**config.mk**
```make
export PLATFORM = sky130hd
export DESIGN_NAME = hashed_lru_buffer_cache_flat
export DESIGN_NICKNAME = d
export VERILOG_FILES = /design/src/hdl/hlbc_pkg.sv /design/src/hdl/hlbc_if.sv /design/src/hdl/hlbc_front.sv /design/src/hdl/hlbc_queue.sv /design/src/hdl/hlbc_back.sv /design/src/hdl/hashed_lru_buffer_cache.sv /design/src/flat_wrapper.sv
export SDC_FILE = /design/constraint.sdc
export NUM_CORES = 2
export LEC_CHECK = 0
export BUFFER_PORTS_ARGS = -buffer_cell sky130_fd_sc_hd__buf_2
export CAP_MARGIN = 20
export CORE_MARGIN = 5
export CORE_UTILIZATION = 46
export DETAILED_ROUTE_END_ITERATION = 10
export GPL_TIMING_DRIVEN = 0
export SETUP_SLACK_MARGIN = 0.15
export SYNTH_ARGS = -nofsm -noshare
export SYNTH_HDL_FRONTEND = slang
export SYNTH_SLANG_ARGS = --single-unit
```
**constraint.sdc**
```tcl
create_clock -name clk -period 7.8 [get_ports clk]
set_input_delay 0.78 -clock clk [delete_from_list [all_inputs] [get_ports clk]]
set_output_delay 0.78 -clock clk [all_outputs]
set_load 0.01 [all_outputs]
```
**src/hdl/hlbc_pkg.sv**
```systemverilog
package hlbc_pkg;

    localparam int BUFFERS   = 32;
    localparam int BUCKETS   = 13;
    localparam int IDX_W     = (BUFFERS > 1) ? $clog2(BUFFERS) : 1;
    localparam int BKT_W     = (BUCKETS > 1) ? $clog2(BUCKETS) : 1;
    localparam int CLS_W     = BKT_W + 1;
    localparam int BLK_W     = 32;
    localparam int SLOT_W    = 5;
    localparam int TIME_W    = 32;
    localparam int CNT_W     = 8;
    localparam int QDEPTH    = 2;
    localparam int QPTR_W    = (QDEPTH > 1) ? $clog2(QDEPTH) : 1;
    localparam int QCNT_W    = $clog2(QDEPTH + 1);

    // bucket of a block number: fold the upper half in, then divide by reciprocal
    localparam int HALF_W    = BLK_W / 2;
    localparam int HALF_MOD  = (1 << HALF_W) % BUCKETS;
    localparam int SUM_W     = HALF_W + BKT_W;
    localparam int RECIP_SH  = SUM_W + BKT_W;
    localparam int PROD_W    = SUM_W + RECIP_SH + 1;
    localparam logic [RECIP_SH:0] RECIP =
        (RECIP_SH + 1)'(((64'd1 << RECIP_SH) + 64'(BUCKETS - 1)) / 64'(BUCKETS));
    localparam int MOD_STEPS = 3;
    localparam int STEP_W    = 2;

    localparam logic [CNT_W-1:0] COUNT_MAX = {CNT_W{1'b1}};

    typedef enum logic [1:0] {
        OP_GET     = 2'd0,
        OP_RELEASE = 2'd1,
        OP_PIN     = 2'd2,
        OP_UNPIN   = 2'd3
    } op_t;

    typedef struct packed {
        op_t               op;
        logic [BLK_W-1:0]  blk;
        logic [SLOT_W-1:0] slot;
        logic [TIME_W-1:0] now;
        logic [BKT_W-1:0]  home;
    } q_item_t;

    typedef struct packed {
        logic full;
        logic empty;
    } q_stat_t;

    typedef enum logic [1:0] {
        F_IDLE,
        F_MOD,
        F_PUSH
    } front_state_t;

    typedef enum logic [1:0] {
        B_IDLE,
        B_SCAN,
        B_DONE
    } back_state_t;

endpackage

```
**src/hdl/hlbc_if.sv**
```systemverilog
interface hlbc_req_if import hlbc_pkg::*; ();
    logic              valid;
    logic              ready;
    logic [1:0]        op;
    logic [BLK_W-1:0]  block_number;
    logic [SLOT_W-1:0] buffer_slot_in;
    logic [TIME_W-1:0] now_ticks;

    modport source (output valid, output op, output block_number, output buffer_slot_in,
                    output now_ticks, input ready);
    modport sink   (input valid, input op, input block_number, input buffer_slot_in,
                    input now_ticks, output ready);
endinterface

interface hlbc_rsp_if import hlbc_pkg::*; ();
    logic              valid;
    logic              ready;
    logic [SLOT_W-1:0] buffer_slot;
    logic              hit;
    logic              needs_fill;
    logic              no_free;
    logic              count_error;

    modport source (output valid, output buffer_slot, output hit, output needs_fill,
                    output no_free, output count_error, input ready);
    modport sink   (input valid, input buffer_slot, input hit, input needs_fill,
                    input no_free, input count_error, output ready);
endinterface

```
**src/hdl/hlbc_front.sv**
```systemverilog
module hlbc_front import hlbc_pkg::*;
(
    input  logic       clk,
    input  logic       rst_n,
    hlbc_req_if.sink   req,
    output logic       push,
    output q_item_t    push_item,
    input  q_stat_t    stat
);

    front_state_t         state_reg, state_next;
    q_item_t              item_reg;
    logic [STEP_W-1:0]    step_reg;
    logic [SUM_W-1:0]     sum_reg;
    logic [SUM_W-1:0]     quo_reg;
    logic [BKT_W-1:0]     rem_reg;
    logic [SUM_W-1:0]     sum_next;
    logic [PROD_W-1:0]    prod;
    logic [SUM_W-1:0]     quo_next;
    logic [SUM_W-1:0]     rem_full;
    logic                 accept;

    // blk = hi * 2^HALF_W + lo, and 2^HALF_W is HALF_MOD modulo BUCKETS
    assign sum_next = SUM_W'(item_reg.blk[BLK_W-1:HALF_W]) * SUM_W'(HALF_MOD)
                      + SUM_W'(item_reg.blk[HALF_W-1:0]);
    // quotient by reciprocal multiplication, exact for every sum below 2^SUM_W
    assign prod     = PROD_W'(sum_reg) * PROD_W'(RECIP);
    assign quo_next = SUM_W'(prod >> RECIP_SH);
    assign rem_full = sum_reg - quo_reg * SUM_W'(BUCKETS);

    assign accept = req.valid && req.ready;

    always_comb
    begin
        state_next = state_reg;
        unique case (state_reg)
            F_IDLE:
            begin
                if (accept)
                begin
                    state_next = (op_t'(req.op) == OP_GET) ? F_MOD : F_PUSH;
                end
            end
            F_MOD:
            begin
                if (step_reg == STEP_W'(MOD_STEPS - 1))
                begin
                    state_next = F_PUSH;
                end
            end
            F_PUSH:
            begin
                if (!stat.full)
                begin
                    state_next = F_IDLE;
                end
            end
            default: state_next = F_IDLE;
        endcase
    end

    always_comb
    begin
        req.ready = 1'b0;
        push      = 1'b0;
        unique case (state_reg)
            F_IDLE:  req.ready = 1'b1;
            F_MOD:   ;
            F_PUSH:  push = !stat.full;
            default: ;
        endcase
    end

    always_comb
    begin
        push_item      = item_reg;
        push_item.home = rem_reg;
    end

    always_ff @(posedge clk or negedge rst_n)
    begin
        if (!rst_n)
        begin
            state_reg <= F_IDLE;
        end
        else
        begin
            state_reg <= state_next;
        end
    end

    always_ff @(posedge clk)
    begin
        if (state_reg == F_IDLE && accept)
        begin
            item_reg.op   <= op_t'(req.op);
            item_reg.blk  <= req.block_number;
            item_reg.slot <= req.buffer_slot_in;
            item_reg.now  <= req.now_ticks;
            item_reg.home <= '0;
            rem_reg       <= '0;
            step_reg      <= '0;
        end
        else if (state_reg == F_MOD)
        begin
            // sum, quotient and remainder settle one step apart
            sum_reg  <= sum_next;
            quo_reg  <= quo_next;
            rem_reg  <= BKT_W'(rem_full);
            step_reg <= step_reg + STEP_W'(1);
        end
    end

`ifndef NO_ASSERTIONS
    a_home_range: assert property (@(posedge clk) disable iff (!rst_n)
        (push && push_item.op == OP_GET) |-> (push_item.home < BKT_W'(BUCKETS)))
        else $error("home bucket out of range");
`endif

endmodule

```
**src/hdl/hlbc_queue.sv**
```systemverilog
module hlbc_queue import hlbc_pkg::*;
(
    input  logic    clk,
    input  logic    rst_n,
    input  logic    push,
    input  q_item_t push_item,
    input  logic    pop,
    output q_item_t pop_item,
    output q_stat_t stat
);

    q_item_t             mem_reg [QDEPTH];
    logic [QPTR_W-1:0]   wr_ptr_reg;
    logic [QPTR_W-1:0]   rd_ptr_reg;
    logic [QCNT_W-1:0]   count_reg;

    assign pop_item   = mem_reg[rd_ptr_reg];
    assign stat.full  = (count_reg == QCNT_W'(QDEPTH));
    assign stat.empty = (count_reg == '0);

    always_ff @(posedge clk or negedge rst_n)
    begin
        if (!rst_n)
        begin
            wr_ptr_reg <= '0;
            rd_ptr_reg <= '0;
            count_reg  <= '0;
        end
        else
        begin
            if (push)
            begin
                wr_ptr_reg <= (wr_ptr_reg == QPTR_W'(QDEPTH - 1)) ? '0
                              : wr_ptr_reg + QPTR_W'(1);
            end
            if (pop)
            begin
                rd_ptr_reg <= (rd_ptr_reg == QPTR_W'(QDEPTH - 1)) ? '0
                              : rd_ptr_reg + QPTR_W'(1);
            end
            if (push && !pop)
            begin
                count_reg <= count_reg + QCNT_W'(1);
            end
            else if (pop && !push)
            begin
                count_reg <= count_reg - QCNT_W'(1);
            end
        end
    end

    always_ff @(posedge clk)
    begin
        if (push)
        begin
            mem_reg[wr_ptr_reg] <= push_item;
        end
    end

`ifndef NO_ASSERTIONS
    a_no_overflow: assert property (@(posedge clk) disable iff (!rst_n)
        push |-> !stat.full)
        else $error("push into full queue");
    a_no_underflow: assert property (@(posedge clk) disable iff (!rst_n)
        pop |-> !stat.empty)
        else $error("pop from empty queue");
`endif

endmodule

```
**src/hdl/hlbc_back.sv**
```systemverilog
module hlbc_back import hlbc_pkg::*;
(
    input  logic       clk,
    input  logic       rst_n,
    output logic       pop,
    input  q_item_t    pop_item,
    input  q_stat_t    stat,
    hlbc_rsp_if.source rsp
);

    back_state_t        state_reg, state_next;
    q_item_t            cur_reg;
    logic [IDX_W-1:0]   idx_reg;

    logic [BLK_W-1:0]   tag_reg   [BUFFERS];
    logic [BKT_W-1:0]   bkt_reg   [BUFFERS];
    logic               valid_reg [BUFFERS];
    logic [CNT_W-1:0]   cnt_reg   [BUFFERS];
    logic [TIME_W-1:0]  time_reg  [BUFFERS];

    logic               found_reg;
    logic [IDX_W-1:0]   hit_idx_reg;
    logic [CNT_W-1:0]   hit_cnt_reg;
    logic               pick_v_reg;
    logic [IDX_W-1:0]   pick_idx_reg;
    logic [CLS_W-1:0]   pick_cls_reg;
    logic [TIME_W-1:0]  pick_time_reg;

    logic               out_valid_reg;
    logic [SLOT_W-1:0]  out_slot_reg;
    logic               out_hit_reg;
    logic               out_fill_reg;
    logic               out_nofree_reg;
    logic               out_err_reg;

    logic [IDX_W-1:0]   slot_idx;
    logic               slot_ok;
    logic [IDX_W-1:0]   rd_idx;
    logic [BLK_W-1:0]   e_tag;
    logic [BKT_W-1:0]   e_bkt;
    logic               e_valid;
    logic [CNT_W-1:0]   e_cnt;
    logic [TIME_W-1:0]  e_time;
    logic [CLS_W-1:0]   e_cls;
    logic               e_hit;
    logic               e_better;
    logic               out_free;
    logic               commit;

    logic [SLOT_W-1:0]  res_slot;
    logic               res_hit;
    logic               res_fill;
    logic               res_nofree;
    logic               res_err;
    logic [IDX_W-1:0]   wr_idx;
    logic               wr_tag_en;
    logic               wr_cnt_en;
    logic [CNT_W-1:0]   wr_cnt;
    logic               wr_time_en;

    assign slot_idx = IDX_W'(cur_reg.slot);
    assign slot_ok  = (32'(cur_reg.slot) < 32'(BUFFERS));
    assign rd_idx   = (state_reg == B_SCAN) ? idx_reg : slot_idx;

    assign e_tag   = tag_reg[rd_idx];
    assign e_bkt   = bkt_reg[rd_idx];
    assign e_valid = valid_reg[rd_idx];
    assign e_cnt   = cnt_reg[rd_idx];
    assign e_time  = time_reg[rd_idx];

    // rank free buffers: home bucket first, then other buckets in ascending order
    assign e_cls    = (e_bkt == cur_reg.home) ? '0 : CLS_W'({1'b0, e_bkt}) + CLS_W'(1);
    assign e_hit    = e_valid && (e_tag == cur_reg.blk);
    assign e_better = (e_cnt == '0) &&
                      (!pick_v_reg || (e_cls < pick_cls_reg) ||
                       ((e_cls == pick_cls_reg) && (e_time < pick_time_reg)));

    assign out_free = !out_valid_reg || rsp.ready;
    assign commit   = (state_reg == B_DONE) && out_free;

    always_comb
    begin
        state_next = state_reg;
        unique case (state_reg)
            B_IDLE:
            begin
                if (!stat.empty)
                begin
                    state_next = (pop_item.op == OP_GET) ? B_SCAN : B_DONE;
                end
            end
            B_SCAN:
            begin
                if (idx_reg == IDX_W'(BUFFERS - 1))
                begin
                    state_next = B_DONE;
                end
            end
            B_DONE:
            begin
                if (out_free)
                begin
                    state_next = B_IDLE;
                end
            end
            default: state_next = B_IDLE;
        endcase
    end

    always_comb
    begin
        pop = 1'b0;
        unique case (state_reg)
            B_IDLE:  pop = !stat.empty;
            B_SCAN:  ;
            B_DONE:  ;
            default: ;
        endcase
    end

    // result and state update for the transaction in hand
    always_comb
    begin
        res_slot   = '0;
        res_hit    = 1'b0;
        res_fill   = 1'b0;
        res_nofree = 1'b0;
        res_err    = 1'b0;
        wr_idx     = slot_idx;
        wr_tag_en  = 1'b0;
        wr_cnt_en  = 1'b0;
        wr_cnt     = e_cnt;
        wr_time_en = 1'b0;
        unique case (cur_reg.op)
            OP_GET:
            begin
                if (found_reg)
                begin
                    wr_idx    = hit_idx_reg;
                    wr_cnt_en = 1'b1;
                    wr_cnt    = (hit_cnt_reg == COUNT_MAX) ? hit_cnt_reg
                                : hit_cnt_reg + CNT_W'(1);
                    res_slot  = SLOT_W'(hit_idx_reg);
                    res_hit   = 1'b1;
                end
                else if (pick_v_reg)
                begin
                    wr_idx    = pick_idx_reg;
                    wr_tag_en = 1'b1;
                    wr_cnt_en = 1'b1;
                    wr_cnt    = CNT_W'(1);
                    res_slot  = SLOT_W'(pick_idx_reg);
                    res_fill  = 1'b1;
                end
                else
                begin
                    res_nofree = 1'b1;
                end
            end
            OP_PIN:
            begin
                res_slot = cur_reg.slot;
                if (slot_ok)
                begin
                    wr_cnt_en = 1'b1;
                    wr_cnt    = (e_cnt == COUNT_MAX) ? e_cnt : e_cnt + CNT_W'(1);
                end
            end
            OP_RELEASE, OP_UNPIN:
            begin
                res_slot = cur_reg.slot;
                if (slot_ok)
                begin
                    if (e_cnt == '0)
                    begin
                        res_err = 1'b1;
                    end
                    else
                    begin
                        wr_cnt_en  = 1'b1;
                        wr_cnt     = e_cnt - CNT_W'(1);
                        wr_time_en = (cur_reg.op == OP_RELEASE) && (e_cnt == CNT_W'(1));
                    end
                end
            end
            default: ;
        endcase
    end

    always_ff @(posedge clk or negedge rst_n)
    begin
        if (!rst_n)
        begin
            state_reg     <= B_IDLE;
            out_valid_reg <= 1'b0;
            for (int i = 0; i < BUFFERS; i++)
            begin
                tag_reg[i]   <= '0;
                bkt_reg[i]   <= '0;
                valid_reg[i] <= 1'b0;
                cnt_reg[i]   <= '0;
                time_reg[i]  <= '0;
            end
        end
        else
        begin
            state_reg <= state_next;
            if (commit)
            begin
                out_valid_reg <= 1'b1;
                if (wr_tag_en)
                begin
                    tag_reg[wr_idx]   <= cur_reg.blk;
                    bkt_reg[wr_idx]   <= cur_reg.home;
                    valid_reg[wr_idx] <= 1'b1;
                end
                if (wr_cnt_en)
                begin
                    cnt_reg[wr_idx] <= wr_cnt;
                end
                if (wr_time_en)
                begin
                    time_reg[wr_idx] <= cur_reg.now;
                end
            end
            else if (rsp.ready)
            begin
                out_valid_reg <= 1'b0;
            end
        end
    end

    always_ff @(posedge clk)
    begin
        if (pop)
        begin
            cur_reg    <= pop_item;
            idx_reg    <= '0;
            found_reg  <= 1'b0;
            pick_v_reg <= 1'b0;
        end
        else if (state_reg == B_SCAN)
        begin
            idx_reg <= idx_reg + IDX_W'(1);
            // keep the lowest matching index
            if (!found_reg && e_hit)
            begin
                found_reg   <= 1'b1;
                hit_idx_reg <= idx_reg;
                hit_cnt_reg <= e_cnt;
            end
            if (e_better)
            begin
                pick_v_reg    <= 1'b1;
                pick_idx_reg  <= idx_reg;
                pick_cls_reg  <= e_cls;
                pick_time_reg <= e_time;
            end
        end
        if (commit)
        begin
            out_slot_reg   <= res_slot;
            out_hit_reg    <= res_hit;
            out_fill_reg   <= res_fill;
            out_nofree_reg <= res_nofree;
            out_err_reg    <= res_err;
        end
    end

    assign rsp.valid       = out_valid_reg;
    assign rsp.buffer_slot = out_slot_reg;
    assign rsp.hit         = out_hit_reg;
    assign rsp.needs_fill  = out_fill_reg;
    assign rsp.no_free     = out_nofree_reg;
    assign rsp.count_error = out_err_reg;

`ifndef NO_ASSERTIONS
    a_load_from_done: assert property (@(posedge clk) disable iff (!rst_n)
        $rose(out_valid_reg) |-> $past(state_reg == B_DONE))
        else $error("result loaded outside completion state");
    a_hit_exclusive: assert property (@(posedge clk) disable iff (!rst_n)
        (out_valid_reg && out_hit_reg) |-> (!out_fill_reg && !out_nofree_reg && !out_err_reg))
        else $error("hit combined with another outcome");
    a_nofree_slot: assert property (@(posedge clk) disable iff (!rst_n)
        (out_valid_reg && out_nofree_reg) |-> (out_slot_reg == '0 && !out_fill_reg))
        else $error("no_free result carries a buffer");
`endif

endmodule

```
**src/hdl/hashed_lru_buffer_cache.sv**
```systemverilog
// Block buffer cache with hashed buckets and least-recently-released replacement.
// req channel: one transaction per operation (get, release, pin, unpin) with
// block_number, buffer_slot_in and now_ticks; rsp channel: exactly one result
// transaction per request, in request order.
// A get first has the front end reduce block_number to its bucket (fold of the
// upper half, reciprocal multiply, subtract); the back end then scans all
// BUFFERS entries, one per cycle, for a hit and for the best free buffer at
// once, and commits once the output register is free. Get throughput is set
// by the back-end scan; the bucket computation of the next get overlaps it
// through a two-entry queue.
// Reset clears all tags, valid bits, counts and release times, so every buffer
// starts invalid, free and in bucket 0.
// When rsp stalls, the finished result is held in the output register, the
// back end holds its next result, the queue fills and then req.ready drops.
module hashed_lru_buffer_cache import hlbc_pkg::*;
(
    input  logic       clk,
    input  logic       rst_n,
    hlbc_req_if.sink   req,
    hlbc_rsp_if.source rsp
);

    logic    push;
    q_item_t push_item;
    logic    pop;
    q_item_t pop_item;
    q_stat_t stat;

    hlbc_front u_front (
        .clk       (clk),
        .rst_n     (rst_n),
        .req       (req),
        .push      (push),
        .push_item (push_item),
        .stat      (stat)
    );

    hlbc_queue u_queue (
        .clk       (clk),
        .rst_n     (rst_n),
        .push      (push),
        .push_item (push_item),
        .pop       (pop),
        .pop_item  (pop_item),
        .stat      (stat)
    );

    hlbc_back u_back (
        .clk      (clk),
        .rst_n    (rst_n),
        .pop      (pop),
        .pop_item (pop_item),
        .stat     (stat),
        .rsp      (rsp)
    );

endmodule
```
**src/flat_wrapper.sv**
```systemverilog
// flat-port wrapper written by rule: the top's interface ports become plain ports
module hashed_lru_buffer_cache_flat import hlbc_pkg::*;
  (clk, rst_n, req_valid, req_op, req_block_number, req_buffer_slot_in, req_now_ticks, req_ready, rsp_valid, rsp_buffer_slot, rsp_hit, rsp_needs_fill, rsp_no_free, rsp_count_error, rsp_ready);
  hlbc_req_if req_i ();
  hlbc_rsp_if rsp_i ();
  input  logic clk;
  input  logic rst_n;
  input wire logic [$bits(req_i.valid)-1:0] req_valid;
  input wire logic [$bits(req_i.op)-1:0] req_op;
  input wire logic [$bits(req_i.block_number)-1:0] req_block_number;
  input wire logic [$bits(req_i.buffer_slot_in)-1:0] req_buffer_slot_in;
  input wire logic [$bits(req_i.now_ticks)-1:0] req_now_ticks;
  output wire logic [$bits(req_i.ready)-1:0] req_ready;
  output wire logic [$bits(rsp_i.valid)-1:0] rsp_valid;
  output wire logic [$bits(rsp_i.buffer_slot)-1:0] rsp_buffer_slot;
  output wire logic [$bits(rsp_i.hit)-1:0] rsp_hit;
  output wire logic [$bits(rsp_i.needs_fill)-1:0] rsp_needs_fill;
  output wire logic [$bits(rsp_i.no_free)-1:0] rsp_no_free;
  output wire logic [$bits(rsp_i.count_error)-1:0] rsp_count_error;
  input wire logic [$bits(rsp_i.ready)-1:0] rsp_ready;
  assign req_i.valid = req_valid;
  assign req_i.op = req_op;
  assign req_i.block_number = req_block_number;
  assign req_i.buffer_slot_in = req_buffer_slot_in;
  assign req_i.now_ticks = req_now_ticks;
  assign req_ready = req_i.ready;
  assign rsp_valid = rsp_i.valid;
  assign rsp_buffer_slot = rsp_i.buffer_slot;
  assign rsp_hit = rsp_i.hit;
  assign rsp_needs_fill = rsp_i.needs_fill;
  assign rsp_no_free = rsp_i.no_free;
  assign rsp_count_error = rsp_i.count_error;
  assign rsp_i.ready = rsp_ready;
  hashed_lru_buffer_cache u_core (.clk(clk), .rst_n(rst_n), .req(req_i), .rsp(rsp_i));
endmodule
```
Word-level counts from Yosys, hierarchy flattened
Memory sizes are Yosys's and may differ from the RTL's. Index checks and enable logic that the tools add are counted.

Bits in registers: 2732. Bits in writable memories: 150. Output and inout port bits: 11. Logic and storage cells: 357. Memories kept: 1.

Memories: u_core.u_queue.mem_reg (words 2, width 75, rd ports 1, clocked after Yosys merged registers in 0, write ports 1, RTL line hlbc_queue.sv:12) `q_item_t mem_reg [QDEPTH];`.

$add $sub $neg: 12. $mul: 3. $lt $le $gt $ge: 5. Equal/unequal tests: 22. Mux-type cells: 73. Bitwise gates (word level): 6. Reductions and logical operators: 43.

Operators with widths (number): bitwise mux 1024 bit (2); binary-select mux 32 bit (select 5 bit) (2); bitwise mux 256 bit (1); demux 32 bit (select 5 bit) (1); two-way mux 32 bit (5); bitwise mux 128 bit (1); two-way mux 8 bit (8); binary-select mux 8 bit (select 5 bit) (1); demux 8 bit (select 5 bit) (1); multiplier 19 x 19 -> 38 bit, second input constant (1); two-way mux 5 bit (7); equality test 32 bit (1); < comparator 32 bit (1); bitwise OR 32 bit (1); one-hot mux 8 bit (3 select lines) (1); two-way mux 1 bit (22); binary-select mux 4 bit (select 5 bit) (1); demux 4 bit (select 5 bit) (1); two-way mux 2 bit (10); adder 18 x 16 -> 19 bit (1); multiplier 16 x 2 -> 18 bit, second input constant (1); multiplier 17 x 4 -> 4 bit, second input constant (1); adder 8 x 1 -> 8 bit, second input constant (2); equality test 8 bit, second input constant (2); 36 further kinds (89).

Logic depth before layout (Yosys ltp)
Word-level depth: 13. Mapped depth: 32.

Cells and area by module
A second synthesis with hierarchy kept.

Cells, all modules: 10499. Area, all modules: 137165.3 µm².

By module, submodules not included: hlbc_back (times used 1, cells each 9473, area an instance 122381.1 µm²); hlbc_front (times used 1, cells each 777, area an instance 9031.2 µm²); hlbc_queue (times used 1, cells each 249, area an instance 5753.0 µm²).

Worst setup path after synthesis
Ideal clock, no wire load.

Path type: reg2reg. Start: register u_core.u_back.state_reg[0]. End: register u_core.u_queue.count_reg[1]. Setup time: 0.079 ns. Arrival: 7.400 ns. Setup slack: 0.321 ns. Stages on the path, launching flop included: 8. Path through: dfrtp_1 -> clkbuf_1 -> nor3_1 -> inv_1 -> ha_1 -> xor2_1 -> nor2_1 -> xor2_1.

Cells in the longest elaborated chain, start to end: 5. Elaborated cells on any way between the ends: 7.

RTL lines: start: declaration (RTL line hlbc_back.sv:11) `back_state_t state_reg, state_next;`; start signal: assignment (RTL line hlbc_back.sv:207) `state_reg <= state_next;`; zero test 2 bit (*) (RTL line hlbc_back.sv:113) `unique case (state_reg)`; two-way mux 1 bit (*) (RTL line hlbc_back.sv:113); named net u_core.pop (RTL line hashed_lru_buffer_cache.sv:25) `logic pop;`; zero test 1 bit (RTL line hlbc_queue.sv:41) `if (push && !pop)`; logical AND 1 bit (RTL line hlbc_queue.sv:41); two-way mux 2 bit / nonzero test 2 bit (equally long branches); end signal: assignment (RTL line hlbc_queue.sv:43) `count_reg <= count_reg + QCNT_W'(1);`; end signal: assignment (RTL line hlbc_queue.sv:47) `count_reg <= count_reg - QCNT_W'(1);`; end: declaration (RTL line hlbc_queue.sv:15) `logic [QCNT_W-1:0] count_reg;`.

The timed path passes the listed nets; every way through them passes the cells marked *. A chain may end at the register's enable or synchronous reset.

Worst setup path in the final report
Start: register u_core.u_back.state_reg[0]. End: register u_core.u_back.pick_idx_reg[2], enable pin.

Elaborated cells on any way between the ends: 27.

RTL lines: equality test 2 x 1 -> 1 bit (RTL line hlbc_back.sv:63) `assign rd_idx = (state_reg == B_SCAN) ? idx_reg : slot_idx;`; two-way mux 5 bit (RTL line hlbc_back.sv:63); inverter 5 -> 6 bit (not written as such) (RTL line hlbc_back.sv:69) `assign e_time = time_reg[rd_idx];`; binary-select mux 32 bit (select 5 bit) (RTL line hlbc_back.sv:69); two-way mux 32 bit (not written as such) (2 in a row) (RTL line hlbc_back.sv:69); named net u_core.u_back.e_time[29] (RTL line hlbc_back.sv:43) `logic [TIME_W-1:0] e_time;`; < comparator 32 bit (RTL line hlbc_back.sv:76) `((e_cls == pick_cls_reg) && (e_time < pick_time_reg)));`; logical AND 1 bit (RTL line hlbc_back.sv:76); logical OR 1 bit (RTL line hlbc_back.sv:75) `(!pick_v_reg || (e_cls < pick_cls_reg) ||`; logical AND 1 bit (RTL line hlbc_back.sv:74) `assign e_better = (e_cnt == '0) &&`; AND reduction 3 bit (no source line); end signal: assignment (RTL line hlbc_back.sv:255) `pick_idx_reg <= idx_reg;`; end: declaration (RTL line hlbc_back.sv:25) `logic [IDX_W-1:0] pick_idx_reg;`.

The timed path passes the listed nets, and every way through them passes these cells. The select of a mux whose other input is x is not followed.

==> impl_metrics.json <==
{
  "cp_data_arrival_time_ps": 8120,
  "routedWlPerCell_um": 31.0,
  "chipWidth_um": 547,
  "syn-cell-area_sq_um": 133000,
  "synth.area.top_cells": "dfrtp_1 (47%), mux2_2 (11%), edfxtp_1 (8.6%)",
  "seqCellArea_sq_um": 73600,
  "leakagePower_nw": 71.6,
  "muxShareOfSynthArea_pct": 27.1,
  "netlist_instances": 9878,
  "die_area_sq_um": 299000,
  "synth_xor_area_share_pct": 0.574,
  "nNetsFinal": 10800,
  "slew_violations": 0,
  "endpoint_kind": "register",
  "cts.clk_slew.worst_paths_ps": 60,
  "worstSetupPathType": "register to register",
  "period_share_pct": 97.1,
  "grt_max_degree": 174,
  "dp_hpwl_um": 326000,
  "cts_tree": "done",
  "critPathRequiredTime_ps": 8350,
  "fillers": 24000,
  "drc": 0,
  "ys_types": 76,
  "synth_ff_type": "dfrtp_1",
  "antenna_found_initial": 31,
  "grt_pass1_vias": 89800,
  "drt_iter0_markers": 9390,
  "clock.fmax_mhz": 132,
  "synth_top_area_share_pct": 46.6,
  "placed_cell_area_sq_um": 141000,
  "syn_to_final_growth_pct": 13.9,
  "h-tree-depth": 5,
  "grt_pass1_wl_um": 645000,
  "cts_made_buffers": 306,
  "gp_congestion": 0.940,
  "ys_ff_latch": 2868,
  "drtAntennaViolNets": 0,
  "synth_nets": 10200,
  "cts_root_buf": "clkbuf_16",
  "vias": 88400,
  "coreArea_sq_um": 288000,
  "cap_violations": 0,
  "synth-simple-area-share_pct": 6.76,
  "io_pins": 86,
  "port_buffers": 85,
  "synthAdderAreaFrac_pct": 3.40,
  "yosysSeqAreaShare_pct": 55.5,
  "synth_top_family_by_area": "multiplexers",
  "stdcell_area_sq_um": 151000,
  "drt_wl_total_um": 447000,
  "clk_latency_ps": 890,
  "relSlewSlack_pct": 14.2,
  "reg2reg_depth": 21,
  "place_inst": 13900,
  "post_synth.cell_area_avg_sq_um": 13.4,
  "cellPowerDensity_nw_per_um2": 444,
  "start_util_pct": 46.1,
  "grt_overflow": 0,
  "yosys_warnings": 0,
  "synth_edf_count": 382,
  "multi_input_area_sq_um": 54800,
  "num_rows": 197,
  "status": "complete, no violations",
  "setup_viol": 0,
  "worst_pin_slew_ps": 1290,
  "path_max_fanout": 10,
  "layout-drive-gt1-share_pct": 27.1,
  "synth_compound_area_share_pct": 3.35,
  "hold_violations": 0,
  "holdPathStages": 1,
  "vias_per_cell": 6.12,
  "final_cells": 14500,
  "start_kind": "register",
  "drt-pass1-iter-count": 6,
  "rsz0062_at_grt": "no",
  "clock_path_buffers": 4,
  "synthArstFlopShare_pct": 86.2,
  "hold_path_class": "input pin to register",
  "fin_crit_ps": 7570,
  "grt_use_total_pct": 29.5,
  "skew_ps": 58.1,
  "synth_top_area_cell": "dfrtp_1",
  "die_y_um": 547,
  "irDropWorstVdd_mv": 3.25,
  "cts.sinks": 2868
}
[power breakdown]
group          internal [mW]  switching, mW  total [mW]
clock network           8.34           6.14        14.5
logic                   11.7           22.3        34.0
registers               17.1           1.59        18.7
[timing repair]
| action | 4_1_cts | 5_1_grt |
|---|---|---|
| gates resized for setup | 174 | 85 |
| setup buffers | 1 | 0 |
| hold buffers | 1 | 0 |
| setup endpoints to repair | 46 | 42 |
| pin swaps | 0 | 0 |
| hold endpoints to repair | 92 | 0 |
[cell usage in the layout, fill, tap and decap left out, drive strengths merged, types with 176 or more instances in the layout]
master,instances
a21oi,232
buf,533
clkbuf,926
dfrtp,2473
edfxtp,382
ha,178
inv,275
mux2,2256
mux2i,176
mux4,390
nand2,1106
nand3,425
nor2,343
[critical path, stage by stage (launching register included)]
cell       delay, ps
dfrtp_1          430
clkbuf_2         240
and3b_1          250
a21oi_2          500
clkbuf_2         590
buf_2            690
clkbuf_1         570
clkbuf_4         530
clkbuf_1         460
nand3_1          120
nand3_1          220
nand2_1          140
ha_1             320
a21o_1           190
a21o_1           180
a2111oi_2        470
o221ai_1         230
a21oi_1          150
o21ai_0          210
o221ai_1         240
and2_4           190
buf_4            250
[area by class of cell]
type                       count  area share, %
clock inverter                98          0.611
multi-input combinational   5962           36.3
clock buffer                 443           5.89
inverter                     265          0.658
timing repair buffer         239           2.07
buffer                       780           2.65
tap                         3781           3.13
antenna                       14         0.0232
sequential                  2868           48.7
[per-layer routing]
metal | part of all wire (%) | track usage [%]
met3 | 10 | 7.98
met2 | 42 | 41.9
met1 | 43 | 42.9
met5 | 0.046 | 0
met4 | 4.7 | 12.2
[worst paths after layout]
check | from | to | slack, ps
worst min-delay path | req_now_ticks[5] | u_core.u_front.push_item[9] | 60
worst max-delay path | u_core.u_back.state_reg[0] | u_core.u_back.pick_idx_reg[2] | 230
worst min register to register | u_core.u_front.push_item[25] | u_core.u_queue.mem_reg[1][25] | 440
worst max register to register | u_core.u_back.state_reg[0] | u_core.u_back.pick_idx_reg[2] | 230
min in group asynchronous | rst_n | u_core.u_back.time_reg[915] | 460
max in group asynchronous | rst_n | u_core.u_back.tag_reg[109] | 3650
[logic make-up (layout without fill, tap and decap cells)]
group                      Yosys count  count (layout)
DFF                               2868            2868
muxes                             2822            2822
and+or+nand+nor                   2076            2076
buffers and inverters             1048            1825
AOI/OAI and AO/OA                  685             685
adders and majority gates          292             292
xor gates and xnor gates            87              87
other                                0              14
[through the flow]
stage | TNS (ps) | setup WS, ps | utilization [%] | hold WS (ps) | total power, mW
2_1_floorplan | 0 | 321 | - | 421 | 38.7
3_3_place_gp | - | -48200 | 47.9 | 425 | 49.7
3_5_place_dp | -114180 | -2780 | 48.9 | 434 | 52.1
4_1_cts | 0 | 155 | 52.4 | 4.06 | 67.1
5_1_grt | 0 | 150 | 52.5 | 40.1 | 71.2
6_report | 0 | 228 | 52.5 | 64.8 | 67.1
[Yosys cell counts (7+ instances only)]
library cell,instances
o21ai_0,65
edfxtp_1,382
ha_1,178
fa_1,114
buf_4,69
inv_1,264
mux2_2,1354
nor2b_1,13
xor2_1,33
nand3_1,425
a21o_1,23
clkbuf_1,485
nand2b_1,28
a32oi_1,94
dfrtp_1,2473
a221oi_1,31
a31oi_1,40
o22ai_1,10
nor2_1,306
o221ai_1,7
nor3_1,14
a22oi_1,14
mux2_1,902
mux4_2,390
nand4_1,62
o21ai_1,72
mux2i_1,176
o21a_1,9
buf_1,43
dfxtp_1,13
nor2_2,35
a21oi_1,231
buf_2,180
nand2_1,1106
or2_2,21
and3_1,20
a211oi_1,10
xnor2_1,54
a32o_1,23
and2_1,7
Note: power is estimated with default switching activity, not from simulation.
